$ cat src/rtl/core/md2_pkg.sv
// Shared types and constants of the MD2 digest block: the channel payloads,
// the command and status structs between sequencer and store, and the S-box.
// No dependencies.
package md2_pkg;

  // Sizes of the MD2 compression.
  localparam int unsigned BlockLen = 16;
  localparam int unsigned Rounds   = 18;
  localparam int unsigned WorkLen  = 48;

  // One input transfer.
  typedef struct packed {
    logic [7:0] data_byte;
    logic       byte_valid;
    logic       end_of_message;
  } in_item_t;

  // One output transfer.
  typedef struct packed {
    logic [7:0] digest_byte;
    logic       digest_last;
  } out_item_t;

  // Operations that the sequencer issues to the store.
  typedef enum logic [3:0] {
    OP_NONE,
    OP_BYTE,
    OP_PAD,
    OP_CSUM_PRE,
    OP_CSUM,
    OP_LOAD,
    OP_XOR,
    OP_ROUND,
    OP_OUT
  } op_e;

  // One issued step: operation, element index, round number and immediate byte.
  typedef struct packed {
    op_e        op;
    logic [5:0] idx;
    logic [4:0] rnd;
    logic [7:0] data;
  } cmd_t;

  // What the store reports back to the sequencer.
  typedef struct packed {
    logic       busy;
    logic       dig_valid;
    logic [7:0] dig_byte;
    logic       dig_last;
  } status_t;

  // Permutation derived from the digits of pi.
  localparam logic [7:0] SBOX [256] = '{
    8'd41,  8'd46,  8'd67,  8'd201, 8'd162, 8'd216, 8'd124, 8'd1,
    8'd61,  8'd54,  8'd84,  8'd161, 8'd236, 8'd240, 8'd6,   8'd19,
    8'd98,  8'd167, 8'd5,   8'd243, 8'd192, 8'd199, 8'd115, 8'd140,
    8'd152, 8'd147, 8'd43,  8'd217, 8'd188, 8'd76,  8'd130, 8'd202,
    8'd30,  8'd155, 8'd87,  8'd60,  8'd253, 8'd212, 8'd224, 8'd22,
    8'd103, 8'd66,  8'd111, 8'd24,  8'd138, 8'd23,  8'd229, 8'd18,
    8'd190, 8'd78,  8'd196, 8'd214, 8'd218, 8'd158, 8'd222, 8'd73,
    8'd160, 8'd251, 8'd245, 8'd142, 8'd187, 8'd47,  8'd238, 8'd122,
    8'd169, 8'd104, 8'd121, 8'd145, 8'd21,  8'd178, 8'd7,   8'd63,
    8'd148, 8'd194, 8'd16,  8'd137, 8'd11,  8'd34,  8'd95,  8'd33,
    8'd128, 8'd127, 8'd93,  8'd154, 8'd90,  8'd144, 8'd50,  8'd39,
    8'd53,  8'd62,  8'd204, 8'd231, 8'd191, 8'd247, 8'd151, 8'd3,
    8'd255, 8'd25,  8'd48,  8'd179, 8'd72,  8'd165, 8'd181, 8'd209,
    8'd215, 8'd94,  8'd146, 8'd42,  8'd172, 8'd86,  8'd170, 8'd198,
    8'd79,  8'd184, 8'd56,  8'd210, 8'd150, 8'd164, 8'd125, 8'd182,
    8'd118, 8'd252, 8'd107, 8'd226, 8'd156, 8'd116, 8'd4,   8'd241,
    8'd69,  8'd157, 8'd112, 8'd89,  8'd100, 8'd113, 8'd135, 8'd32,
    8'd134, 8'd91,  8'd207, 8'd101, 8'd230, 8'd45,  8'd168, 8'd2,
    8'd27,  8'd96,  8'd37,  8'd173, 8'd174, 8'd176, 8'd185, 8'd246,
    8'd28,  8'd70,  8'd97,  8'd105, 8'd52,  8'd64,  8'd126, 8'd15,
    8'd85,  8'd71,  8'd163, 8'd35,  8'd221, 8'd81,  8'd175, 8'd58,
    8'd195, 8'd92,  8'd249, 8'd206, 8'd186, 8'd197, 8'd234, 8'd38,
    8'd44,  8'd83,  8'd13,  8'd110, 8'd133, 8'd40,  8'd132, 8'd9,
    8'd211, 8'd223, 8'd205, 8'd244, 8'd65,  8'd129, 8'd77,  8'd82,
    8'd106, 8'd220, 8'd55,  8'd200, 8'd108, 8'd193, 8'd171, 8'd250,
    8'd36,  8'd225, 8'd123, 8'd8,   8'd12,  8'd189, 8'd177, 8'd74,
    8'd120, 8'd136, 8'd149, 8'd139, 8'd227, 8'd99,  8'd232, 8'd109,
    8'd233, 8'd203, 8'd213, 8'd254, 8'd59,  8'd0,   8'd29,  8'd57,
    8'd242, 8'd239, 8'd183, 8'd14,  8'd102, 8'd88,  8'd208, 8'd228,
    8'd166, 8'd119, 8'd114, 8'd248, 8'd235, 8'd117, 8'd75,  8'd10,
    8'd49,  8'd68,  8'd80,  8'd180, 8'd143, 8'd237, 8'd31,  8'd26,
    8'd219, 8'd153, 8'd141, 8'd51,  8'd159, 8'd17,  8'd131, 8'd20
  };

endpackage

$ cat src/rtl/core/md2_message_digest.sv
// Top level of the MD2 digest block: channel handshakes, the step sequencer
// and the digest output register. Depends on md2_pkg and md2_store.
//
// Usage: message bytes come in on the input channel, one per transfer, with
// byte_valid set; a transfer with end_of_message set closes the message
// (with or without a byte of its own) and requests the digest. Sixteen
// digest bytes then leave on the output channel, first byte first, with
// digest_last on the sixteenth.
// Timing: a byte that does not complete a block is written into the block.
// A byte that completes a 16-byte block starts a compression: the checksum
// update, the build of the xor part, and 18 rounds of 48 chained S-box
// steps, one step a cycle through the registered read and write-back of the
// work and state memories. The end of a message adds padding, one more
// compression, the checksum compression and the digest bytes.
// Items are taken one at a time: in_stall_o stays high from an accepted
// block or end of message until its work is done.
// Reset clears hash and checksum to zero and empties the block. When the
// receiver stalls, the held digest byte stays put and the next is not read.
// After the last digest byte the block is back in its reset state.
module md2_message_digest (
  input  logic                clk_i,
  input  logic                rst_ni,
  input  logic                in_valid_i,
  output logic                in_stall_o,
  input  md2_pkg::in_item_t   in_data_i,
  output logic                out_valid_o,
  input  logic                out_stall_i,
  output md2_pkg::out_item_t  out_data_o
);

  // Sequencer states.
  localparam logic [2:0] ST_IDLE     = 3'd0;
  localparam logic [2:0] ST_PAD      = 3'd1;
  localparam logic [2:0] ST_CSUM_PRE = 3'd2;
  localparam logic [2:0] ST_CSUM     = 3'd3;
  localparam logic [2:0] ST_LOAD     = 3'd4;
  localparam logic [2:0] ST_XOR      = 3'd5;
  localparam logic [2:0] ST_ROUND    = 3'd6;
  localparam logic [2:0] ST_OUT      = 3'd7;

  // Kind of block under compression.
  localparam logic [1:0] KIND_MSG    = 2'd0;
  localparam logic [1:0] KIND_PADDED = 2'd1;
  localparam logic [1:0] KIND_FINAL  = 2'd2;

  logic [2:0]         state_q, state_d;
  logic [5:0]         idx_q, idx_d;
  logic [4:0]         rnd_q, rnd_d;
  logic [3:0]         fill_q, fill_d, fill_inc;
  logic [1:0]         kind_q, kind_d;
  logic               fin_q, fin_d;
  logic               out_valid_q, out_valid_d;
  md2_pkg::out_item_t out_data_q, out_data_d;
  logic               in_ready, accept;
  md2_pkg::cmd_t      cmd;
  md2_pkg::status_t   status;

  // Input is taken only when the sequencer and the store are both idle.
  assign in_ready   = (state_q == ST_IDLE) && !status.busy;
  assign in_stall_o = !in_ready;
  assign accept     = in_valid_i && in_ready;
  assign fill_inc   = fill_q + 4'd1;

  // Sequencer: issues one step per cycle to the store; digest reads may wait.
  always_comb begin
    state_d = state_q;
    idx_d   = idx_q;
    rnd_d   = rnd_q;
    fill_d  = fill_q;
    kind_d  = kind_q;
    fin_d   = fin_q;
    cmd     = '{op: md2_pkg::OP_NONE, default: '0};
    unique case (state_q)
      ST_IDLE: begin
        if (accept) begin
          if (in_data_i.byte_valid) begin
            cmd.op   = md2_pkg::OP_BYTE;
            cmd.idx  = {2'b00, fill_q};
            cmd.data = in_data_i.data_byte;
          end
          if (in_data_i.byte_valid && fill_q == 4'(md2_pkg::BlockLen - 1)) begin
            // A full block is compressed at once; padding may follow.
            fill_d  = '0;
            state_d = ST_CSUM_PRE;
            kind_d  = KIND_MSG;
            fin_d   = in_data_i.end_of_message;
          end else begin
            if (in_data_i.byte_valid) begin
              fill_d = fill_inc;
            end
            if (in_data_i.end_of_message) begin
              state_d = ST_PAD;
              kind_d  = KIND_PADDED;
              idx_d   = {2'b00, in_data_i.byte_valid ? fill_inc : fill_q};
            end
          end
        end
      end
      ST_PAD: begin
        cmd.op   = md2_pkg::OP_PAD;
        cmd.idx  = idx_q;
        cmd.data = 8'(md2_pkg::BlockLen) - {4'b0000, fill_q};
        if (idx_q[3:0] == 4'(md2_pkg::BlockLen - 1)) begin
          state_d = ST_CSUM_PRE;
        end else begin
          idx_d = idx_q + 6'd1;
        end
      end
      ST_CSUM_PRE: begin
        cmd.op  = md2_pkg::OP_CSUM_PRE;
        idx_d   = '0;
        state_d = ST_CSUM;
      end
      ST_CSUM, ST_LOAD: begin
        cmd.op  = (state_q == ST_CSUM) ? md2_pkg::OP_CSUM : md2_pkg::OP_LOAD;
        cmd.idx = idx_q;
        if (idx_q[3:0] == 4'(md2_pkg::BlockLen - 1)) begin
          idx_d   = '0;
          state_d = ST_XOR;
        end else begin
          idx_d = idx_q + 6'd1;
        end
      end
      ST_XOR: begin
        cmd.op  = md2_pkg::OP_XOR;
        cmd.idx = idx_q;
        if (idx_q[3:0] == 4'(md2_pkg::BlockLen - 1)) begin
          idx_d   = '0;
          rnd_d   = '0;
          state_d = ST_ROUND;
        end else begin
          idx_d = idx_q + 6'd1;
        end
      end
      ST_ROUND: begin
        cmd.op  = md2_pkg::OP_ROUND;
        cmd.idx = idx_q;
        cmd.rnd = rnd_q;
        if (idx_q == 6'(md2_pkg::WorkLen - 1)) begin
          idx_d = '0;
          if (rnd_q == 5'(md2_pkg::Rounds - 1)) begin
            rnd_d = '0;
            // Choose what follows the compression that has just finished.
            case (kind_q)
              KIND_MSG: begin
                if (fin_q) begin
                  state_d = ST_PAD;
                  kind_d  = KIND_PADDED;
                  fin_d   = 1'b0;
                end else begin
                  state_d = ST_IDLE;
                end
              end
              KIND_PADDED: begin
                state_d = ST_LOAD;
                kind_d  = KIND_FINAL;
              end
              KIND_FINAL: state_d = ST_OUT;
              default:    state_d = ST_IDLE;
            endcase
          end else begin
            rnd_d = rnd_q + 5'd1;
          end
        end else begin
          idx_d = idx_q + 6'd1;
        end
      end
      ST_OUT: begin
        // Read the next digest byte only when the output register will be free.
        if (!status.dig_valid && (!out_valid_q || !out_stall_i)) begin
          cmd.op  = md2_pkg::OP_OUT;
          cmd.idx = idx_q;
          if (idx_q[3:0] == 4'(md2_pkg::BlockLen - 1)) begin
            idx_d   = '0;
            fill_d  = '0;
            kind_d  = KIND_MSG;
            state_d = ST_IDLE;
          end else begin
            idx_d = idx_q + 6'd1;
          end
        end
      end
      default: state_d = ST_IDLE;
    endcase
  end

  // Output register: filled from the store, emptied by a transfer.
  always_comb begin
    out_valid_d = out_valid_q;
    out_data_d  = out_data_q;
    if (status.dig_valid) begin
      out_valid_d            = 1'b1;
      out_data_d.digest_byte = status.dig_byte;
      out_data_d.digest_last = status.dig_last;
    end else if (out_valid_q && !out_stall_i) begin
      out_valid_d = 1'b0;
    end
  end

  always_ff @(posedge clk_i or negedge rst_ni) begin
    if (!rst_ni) begin
      state_q     <= ST_IDLE;
      idx_q       <= '0;
      rnd_q       <= '0;
      fill_q      <= '0;
      kind_q      <= KIND_MSG;
      fin_q       <= 1'b0;
      out_valid_q <= 1'b0;
    end else begin
      state_q     <= state_d;
      idx_q       <= idx_d;
      rnd_q       <= rnd_d;
      fill_q      <= fill_d;
      kind_q      <= kind_d;
      fin_q       <= fin_d;
      out_valid_q <= out_valid_d;
    end
  end

  always_ff @(posedge clk_i) begin
    out_data_q <= out_data_d;
  end

  assign out_valid_o = out_valid_q;
  assign out_data_o  = out_data_q;

  md2_store u_store (
    .clk_i    (clk_i),
    .rst_ni   (rst_ni),
    .cmd_i    (cmd),
    .status_o (status)
  );

  // A digest byte from the store never lands on an occupied output register.
  assert property (@(posedge clk_i) disable iff (!rst_ni)
    status.dig_valid |-> !out_valid_q)
    else $error("digest byte would overwrite the output register");

  // The last digest byte leaves the sequencer idle with an empty block.
  assert property (@(posedge clk_i) disable iff (!rst_ni)
    status.dig_valid && status.dig_last |-> state_q == ST_IDLE && fill_q == '0)
    else $error("sequencer not back in its reset state after the digest");

  // Round and element counters stay within one compression.
  assert property (@(posedge clk_i) disable iff (!rst_ni)
    state_q == ST_ROUND |-> rnd_q < 5'(md2_pkg::Rounds) && idx_q < 6'(md2_pkg::WorkLen))
    else $error("round counters out of range");

endmodule

$ cat src/rtl/core/md2_store.sv
// Storage and read-modify-write datapath of the MD2 block: the work memory
// (message block and xor part) and the state memory (hash and checksum).
// Depends on md2_pkg.
module md2_store (
  input  logic             clk_i,
  input  logic             rst_ni,
  input  md2_pkg::cmd_t    cmd_i,
  output md2_pkg::status_t status_o
);

  // Work memory: entries 0 to 15 hold the block, 16 to 31 the xor part.
  logic [7:0] work_mem [32];
  // State memory: entries 0 to 15 hold the hash, 16 to 31 the checksum.
  logic [7:0] state_mem [32];

  logic [31:0]   state_vld_q, state_vld_d;
  md2_pkg::cmd_t cmd_q;
  logic [4:0]    a_raddr, b_raddr, b_raddr_q;
  logic [7:0]    a_rdata_q, b_rdata_q, b_rd;
  logic [7:0]    t_q, t_d, t_new;
  logic          a_we, b_we;
  logic [4:0]    a_waddr, b_waddr;
  logic [7:0]    a_wdata, b_wdata;
  logic          low_part;

  // Read addresses follow the command being issued.
  always_comb begin
    a_raddr = '0;
    b_raddr = '0;
    case (cmd_i.op)
      md2_pkg::OP_CSUM_PRE: b_raddr = 5'(2 * md2_pkg::BlockLen - 1);
      md2_pkg::OP_CSUM: begin
        a_raddr = {1'b0, cmd_i.idx[3:0]};
        b_raddr = {1'b1, cmd_i.idx[3:0]};
      end
      md2_pkg::OP_LOAD: b_raddr = {1'b1, cmd_i.idx[3:0]};
      md2_pkg::OP_XOR: begin
        a_raddr = {1'b0, cmd_i.idx[3:0]};
        b_raddr = {1'b0, cmd_i.idx[3:0]};
      end
      md2_pkg::OP_ROUND: begin
        if (cmd_i.idx < 6'(md2_pkg::BlockLen)) begin
          b_raddr = cmd_i.idx[4:0];
        end else begin
          a_raddr = 5'(cmd_i.idx - 6'(md2_pkg::BlockLen));
        end
      end
      md2_pkg::OP_OUT: b_raddr = {1'b0, cmd_i.idx[3:0]};
      default: ;
    endcase
  end

  // Synchronous memories with registered read data.
  always_ff @(posedge clk_i) begin
    if (a_we) begin
      work_mem[a_waddr] <= a_wdata;
    end
    a_rdata_q <= work_mem[a_raddr];
  end

  always_ff @(posedge clk_i) begin
    if (b_we) begin
      state_mem[b_waddr] <= b_wdata;
    end
    b_rdata_q <= state_mem[b_raddr];
    b_raddr_q <= b_raddr;
  end

  // A state entry that has not been written since reset or the last digest reads as zero.
  assign b_rd     = state_vld_q[b_raddr_q] ? b_rdata_q : 8'h00;
  assign low_part = cmd_q.idx < 6'(md2_pkg::BlockLen);

  // Execute stage: write command bytes, combine read data, chain byte and S-box, and write back.
  always_comb begin
    a_we        = 1'b0;
    b_we        = 1'b0;
    a_waddr     = '0;
    b_waddr     = '0;
    a_wdata     = '0;
    b_wdata     = '0;
    t_new       = '0;
    t_d         = t_q;
    state_vld_d = state_vld_q;
    unique case (cmd_q.op) inside
      md2_pkg::OP_BYTE, md2_pkg::OP_PAD: begin
        a_we    = 1'b1;
        a_waddr = {1'b0, cmd_q.idx[3:0]};
        a_wdata = cmd_q.data;
      end
      md2_pkg::OP_CSUM_PRE: t_d = b_rd;
      md2_pkg::OP_CSUM: begin
        t_new   = b_rd ^ md2_pkg::SBOX[a_rdata_q ^ t_q];
        b_we    = 1'b1;
        b_waddr = {1'b1, cmd_q.idx[3:0]};
        b_wdata = t_new;
        t_d     = t_new;
      end
      md2_pkg::OP_LOAD: begin
        a_we    = 1'b1;
        a_waddr = {1'b0, cmd_q.idx[3:0]};
        a_wdata = b_rd;
      end
      md2_pkg::OP_XOR: begin
        a_we    = 1'b1;
        a_waddr = {1'b1, cmd_q.idx[3:0]};
        a_wdata = a_rdata_q ^ b_rd;
        t_d     = '0;
      end
      md2_pkg::OP_ROUND: begin
        t_new = (low_part ? b_rd : a_rdata_q) ^ md2_pkg::SBOX[t_q];
        if (low_part) begin
          b_we    = 1'b1;
          b_waddr = cmd_q.idx[4:0];
          b_wdata = t_new;
        end else begin
          a_we    = 1'b1;
          a_waddr = 5'(cmd_q.idx - 6'(md2_pkg::BlockLen));
          a_wdata = t_new;
        end
        // The round number is added to the chain byte at the end of each round.
        if (cmd_q.idx == 6'(md2_pkg::WorkLen - 1)) begin
          t_d = t_new + {3'b000, cmd_q.rnd};
        end else begin
          t_d = t_new;
        end
      end
      md2_pkg::OP_OUT: begin
        // The last digest byte returns hash and checksum to their reset value.
        if (cmd_q.idx == 6'(md2_pkg::BlockLen - 1)) begin
          state_vld_d = '0;
        end
      end
      default: ;
    endcase
    if (b_we) begin
      state_vld_d[b_waddr] = 1'b1;
    end
  end

  // Control state of the execute stage.
  always_ff @(posedge clk_i or negedge rst_ni) begin
    if (!rst_ni) begin
      cmd_q       <= '{op: md2_pkg::OP_NONE, default: '0};
      state_vld_q <= '0;
    end else begin
      cmd_q       <= cmd_i;
      state_vld_q <= state_vld_d;
    end
  end

  // Chain byte.
  always_ff @(posedge clk_i) begin
    t_q <= t_d;
  end

  assign status_o.busy      = cmd_q.op != md2_pkg::OP_NONE;
  assign status_o.dig_valid = cmd_q.op == md2_pkg::OP_OUT;
  assign status_o.dig_byte  = b_rd;
  assign status_o.dig_last  = cmd_q.idx == 6'(md2_pkg::BlockLen - 1);

endmodule
$ cat config.mk
export PLATFORM = sky130hd
export DESIGN_NAME = md2_message_digest
export DESIGN_NICKNAME = d
export VERILOG_FILES = /design/src/rtl/core/md2_pkg.sv /design/src/rtl/core/md2_message_digest.sv /design/src/rtl/core/md2_store.sv
export SDC_FILE = /design/constraint.sdc
export NUM_CORES = 1
export LEC_CHECK = 0
export ABC_AREA = 1
export BUFFER_PORTS_ARGS = -buffer_cell sky130_fd_sc_hd__buf_2
export CORE_MARGIN = 4
export CORE_UTILIZATION = 58
export DETAILED_ROUTE_END_ITERATION = 10
export PLACE_DENSITY = 0.77
export SYNTH_ARGS = -nofsm -noshare
export SYNTH_HDL_FRONTEND = slang
export SYNTH_HIERARCHICAL = 1
export SYNTH_SLANG_ARGS = --single-unit
$ cat constraint.sdc
create_clock -name clk_i -period 4.2 [get_ports clk_i]
set_input_delay 1.05 -clock clk_i [delete_from_list [all_inputs] [get_ports clk_i]]
set_output_delay 1.05 -clock clk_i [all_outputs]
set_load 0.02 [all_outputs]
# Word-level counts from Yosys, hierarchy flattened
# Memory sizes are Yosys's and may differ from the RTL's. A register that Yosys moved wholly into a read port is not among the register bits.
# Cells that the tools add are included.
word_totals:
  register_bits: 99
  latchBits: 0
  ramBits: 512
  rom_bits: 4096
  out_inout_bits: 11
  elab_cells: 216
  memories: 4
memory_table:
  columns: ["memory", "words", "width", "read_ports", "rd_clocked_by_memory_dff", "write_ports", "line", "source"]
  rows:
  - ["(name not given)", 256, 8, 1, 0, 0, "md2_store.sv:110", "t_new = (low_part ? b_rd : a_rdata_q) ^ md2_pkg::SBOX[t_q];"]
  - ["(name not given)", 256, 8, 1, 0, 0, "md2_store.sv:92", "t_new = b_rd ^ md2_pkg::SBOX[a_rdata_q ^ t_q];"]
  - ["u_store.state_mem", 32, 8, 1, 1, 1, "md2_store.sv:14", "logic [7:0] state_mem [32];"]
  - ["u_store.work_mem", 32, 8, 1, 1, 1, "md2_store.sv:12", "logic [7:0] work_mem [32];"]
classes:
  addsub: 7
  n_mul: 0
  n_div: 0
  magnitude_cmp: 7
  n_eq_ne: 45
  shifts: 0
  mux: 94
  n_bitwise: 7
  reduce_logical: 36
op_table:
  columns: ["operator", "count"]
  rows:
  - ["32-bit 2-to-1 mux", 3]
  - ["8-bit 2-to-1 mux", 11]
  - ["8-bit case mux with 4 select lines", 2]
  - ["6-bit 2-to-1 mux", 7]
  - ["5-bit 2-to-1 mux", 8]
  - ["6-bit case mux with 6 select lines", 1]
  - ["4-bit by 3-bit == test with 1-bit output, second input constant", 8]
  - ["32-bit OR", 1]
  - ["8-bit case mux with 2 select lines", 2]
  - ["8-bit bitwise XOR", 4]
  - ["3-bit 2-to-1 mux", 10]
  - ["5-bit case mux with 2 select lines", 3]
  - ["4-bit case mux with 7 select lines", 1]
  - ["2-bit != test, second input constant", 11]
  - ["3-bit case mux with 7 select lines", 1]
  - ["4-bit 2-to-1 mux", 5]
  - ["5-bit case mux with 4 select lines", 1]
  - ["9-bit >= comparator, second input constant", 2]
  - ["8-bit NOT with 9-bit output", 2]
  - ["6-bit case mux with 3 select lines", 1]
  - ["9-bit AND reduction", 2]
  - ["1-bit 2-to-1 mux", 17]
  - ["4-bit == test, second input constant", 4]
  - ["2-bit 2-to-1 mux", 8]
  - ["49 further kinds", 81]

# Depth between registers and ports, before layout
logic_depth:
  word_depth: 9
  mapped_depth: 26
  mapped_depth_nobuf: 25

# Cells and area by module
# The synthesis kept the hierarchy.
modules_own_cells:
  columns: ["module", "instances", "cells_per_inst", "area_each_um2"]
  rows:
  - ["md2_store", 1, 3166, 30783.3]
  - ["md2_message_digest", 1, 317, 2301.0]

# Worst setup path before layout
# Ideal clock, no wire load.
synth_timing:
  kind: "reg-to-reg"
  startpoint: "register u_store.t_q[0]"
  endpoint: "memory u_store.state_mem[0][6] (data pin)"
  setup_time_ns: 0.454
  arrival_time_ns: 3.536
  required_time_ns: 3.746
  setup_slack_ns: 0.210
  stages_incl_launch_ff: 17
  path_buffers: 1
  synth_period_minus_slack_ns: 3.990
  cell_sequence: "edfxtp_1 -> buf_2 -> inv_1 -> ha_1 -> inv_1 -> nand2_1 -> nand3_1 -> nand3_1 -> nand2_1 -> nand3_1 -> nand2_1 -> nand2_1 -> nand2_1 -> nand3_1 -> nand2_1 -> inv_1 -> o21ai_0"
synth_between:
  elab_chain_cells: 7
  word_cells_on_any_way: 13
  classes_between: "6 x mux; 5 x bitwise; 2 x memory"
synth_rtl:
  columns: ["item", "line", "source"]
  rows:
  - ["start, declared", "md2_store.sv:20", "logic [7:0] t_q, t_d, t_new;"]
  - ["start signal, assigned", "md2_store.sv:153", "t_q <= t_d;"]
  - ["8-bit NOT with 9-bit output (not written as such) or 8-bit bitwise XOR (tied branches)", "md2_store.sv:110, md2_store.sv:92", null]
  - ["memory 256 x 8 bit or 8-bit NOT with 9-bit output (tied branches)", null, null]
  - ["8-bit 2-to-1 mux (not written as such) or memory 256 x 8 bit (tied branches)", null, null]
  - ["8-bit 2-to-1 mux (on tied branches)", "md2_store.sv:110, md2_store.sv:92", null]
  - ["8-bit bitwise XOR or 8-bit 2-to-1 mux (tied branches)", "md2_store.sv:110, md2_store.sv:92", null]
  - ["8-bit 2-to-1 mux or 8-bit bitwise XOR (tied branches)", "md2_store.sv:111, md2_store.sv:92", null]
  - ["8-bit case mux with 2 select lines *", "md2_store.sv:84", "unique case (cmd_q.op) inside"]
  - ["via u_store.b_wdata[6]", "md2_store.sv:23", "logic [7:0] a_wdata, b_wdata;"]
  - ["end, declared", "md2_store.sv:14", null]
# The timed path passes the listed nets; every way through them passes the cells marked *. The select of a mux whose other input is x is not followed.

# Worst setup path in the final report
layout_timing:
  startpoint: "register u_store.t_q[1]"
  endpoint: "memory u_store.state_mem[3][1] (data pin)"
# The elaborated chain is that of the path after synthesis.

==> flow_summary.toml <==
[outcome]
status = "completed"

[setup_path]
criticalPathCategory = "reg -> reg"
regToRegSetupSlack_ns = 0.07
arrival_ns = 4.58
critPathBufInv = 6
crit_path_top_delay_cell = "a211oi_1"
r2r_start = "u_store/t_q[1]"
crit_family = "buffers and inverters"
worstPathRequired_ns = 4.65
r2r_end = "u_store/state_mem[3][1]"
cp_common_cell = "buf_4"
cp-endpoint = "u_store/state_mem[3][1]"
startpoint = "u_store/t_q[1]"
reg2regPathDepth = 16
worstSetupStartpointType = "flip-flop"
crit_chain = "buf_4, buf_4, xnor2_4, inv_2, ha_1, inv_1, nand2_2, a211oi_1, buf_4, o21ai_0, o211ai_1, nand2_1, nand2_1, nand3_1, o21ai_2, buf_12"
cp_num_cells = 16
cp_slowest_stage_delay_ns = 0.47
endpoint_kind = "flip-flop"
path_max_fanout = 27

[timing]
fin_crit_sh_pct = 98.3
worst_slew_pin_slew_ns = 1.18
slew_viol_final = 0
grt_setup_unrepaired = "no"
period_minus_slack_ns = 4.13
hold_violations = 0
setup_viol = 0
max_slew_margin_pct = 21.5
max_freq_mhz = 242
fin_setup_tns_ns = 0
finClkSkew_ns = 0.0433

[logic_synthesis]
synth_area_mm2 = 0.0331
ys.flop_type = "edfxtp_1"
muxShareOfSynthArea_pct = 0
syn_area_per_cell_um2 = 9.50
synth_top_cell_by_area = "edfxtp_1"
netlist_instances = 3483
synth-xor-area-share_pct = 0.499
synthAdderAreaFrac_pct = 1.80
synth_fp_nets = 3544
synth_compound_gate_area_share_pct = 14.2
ys_top_cells_by_area = "edfxtp_1, o211ai_1, nand2_1, nand3_1, dfrtp_1"
synth-seq-area-share_pct = 55.1
synth-edff-count = 529
yosysWarnings = 6
async_flop_share_pct = 12.3
synthSimpleGateAreaFrac_pct = 22.8
synth_top_family_by_area = "simple AND/OR/NAND/NOR gates"
ys_types = 61
synth_seq_cells = 627
yosysTopAreaCellShare_pct = 48.0

[floorplanning]
design.core.area_mm2 = 0.0564
dieArea_mm2 = 0.0609
die_w_um = 247
die_y_um = 247
num_io_pins = 25
placementRows = 87
start_util_pct = 58.7

[layout]
final_common_cell = "nand2_1"
area_growth_pct = 11.6
final_layout_size_suffix_gt1_share_pct = 16.0
design_area_mm2 = 0.0369
fin_nets = 3614
finish.utilization_pct = 65.5
antennaDiodeCount = 0
final_cells = 4357
layout_common_cells = "nand2_1, edfxtp_1, nand3_1"
num-fill-cells = 4317

[placed_design]
portBuffers = 24
place_area_mm2 = 0.0349
gp_congestion = 1.03
dp_hpwl_mm = 76.3
post-place-cells = 4247

[route]
num_vias = 29100
ant_nets = 0
drt-total-wl_mm = 113
initialDrtViolationCount = 4892
drtPass1Iterations = 6
wl_per_cell_um = 25.8
vias_per_cell = 6.67
drcViolationCount = 0

[clocking]
clk_latency_ns = 0.64
cts-root-buf = "clkbuf_16"
h-tree-depth = 2
clock_path_buffers = 3
hold_buffers = 0
numCtsBuffers = 60
clock-sinks = 627
cts.reportedPaths.clkPinSlew_ns = 0.06
tritoncts = "built"

[global_routing]
grt_first_pass_wirelength_mm = 170
grt-ovfl-total = 0
globalRouteTotalUtil_pct = 36.4
antenna_found_initial = 1
grt_max_degree = 83
first_global_vias = 27800

[job]
max_cap_viol_count = 0

[hold_path]
hp-class = "reg -> reg"
[area by class of cell]
type	count	area (um^2)	area share, %
clock inverters	36	400	1.08
multi-input cells	2413	13100	35.4
inverters	248	948	2.57
clock buffers	74	1570	4.26
repair buffers	203	1730	4.69
well taps	756	946	2.56
flip-flops and latches	627	18200	49.4
[repair_timing]
action | in CTS | in global routing
gates resized for setup | 0 | 11
setup endpoints to repair | 0 | 12
buffers inserted | 0 | 0
[routing by layer]
metal	track usage (%)	wire, um
met2	57.7	51600
met1	48.6	41400
met5	0	0
met4	17.8	6670
met3	7.21	12800
[flip-flops by register name (all words and copies together) (netlist names), 8 cells and up]
register / count
u_store/cmd_q: 23
u_store/state_vld_q: 32
u_store/b_rdata_q: 8
u_store/a_rdata_q: 8
u_store/t_q: 8
u_store/work_mem: 256
u_store/state_mem: 256
out_data_o: 9
[worst min path at each step]
stage | depth (start not counted) | slack (ns) | startpoint | end
6_report | 2 | 0.54 | kind_q[0] | kind_q[0]
4_1_cts | 2 | 0.54 | kind_q[0] | kind_q[0]
5_1_grt | 2 | 0.56 | u_store/state_vld_q[11] | u_store/state_vld_q[11]
3_3_place_gp | 2 | 0.51 | idx_q[5] | idx_q[5]
2_1_floorplan | 2 | 0.46 | fin_q | fin_q
3_5_place_dp | 2 | 0.52 | idx_q[5] | idx_q[5]
[worst register-to-register path, delay by kind of cell (launching register included)]
family                   cells  cell delay [ns]
AO/OA/AOI/OAI                4             1.14
XOR/XNOR                     1             0.29
adder cells (fa/ha/maj)      1             0.45
buffers and inverters        6             1.20
flip-flops                   1             0.40
AND/OR/NAND/NOR              4             0.44
[cell usage after synthesis (8+ instances only)]
cell type  number
nand2_1       631
edfxtp_1      529
nand3_1       456
o211ai_1      333
nor2_1        256
inv_1         211
o21ai_0       180
or2_2         161
clkbuf_1       87
dfrtp_1        77
buf_2          76
a21oi_1        67
o22ai_1        48
ha_1           46
o21ai_1        39
or2_0          34
inv_2          31
nand4_1        28
dfxtp_1        21
nor2_2         20
nand2_2        18
a31oi_1        14
buf_4          13
buf_1          12
a22oi_1         8
o221ai_1        8
[cell families after synthesis]
kind of cell / after synthesis
adders and majority gates: 47
buffers and inverters: 443
and+or+nand+nor: 1630
AOI/OAI and AO/OA: 724
DFF: 627
xor gates and xnor gates: 12
[metrics by stage]
step / hold slack, ns / setup slack, ns
final: 0.542 / 0.0725
after global routing: 0.557 / 0.0198
after CTS: 0.539 / 0.109
after detailed placement: 0.523 / 0.0420
after global placement: 0.511 / 0.0578
after floorplan: 0.459 / 0.210
Power is left out: the tool's default activity adds up to more than one toggle a clock period on the data nets, which glitch-free logic cannot reach.
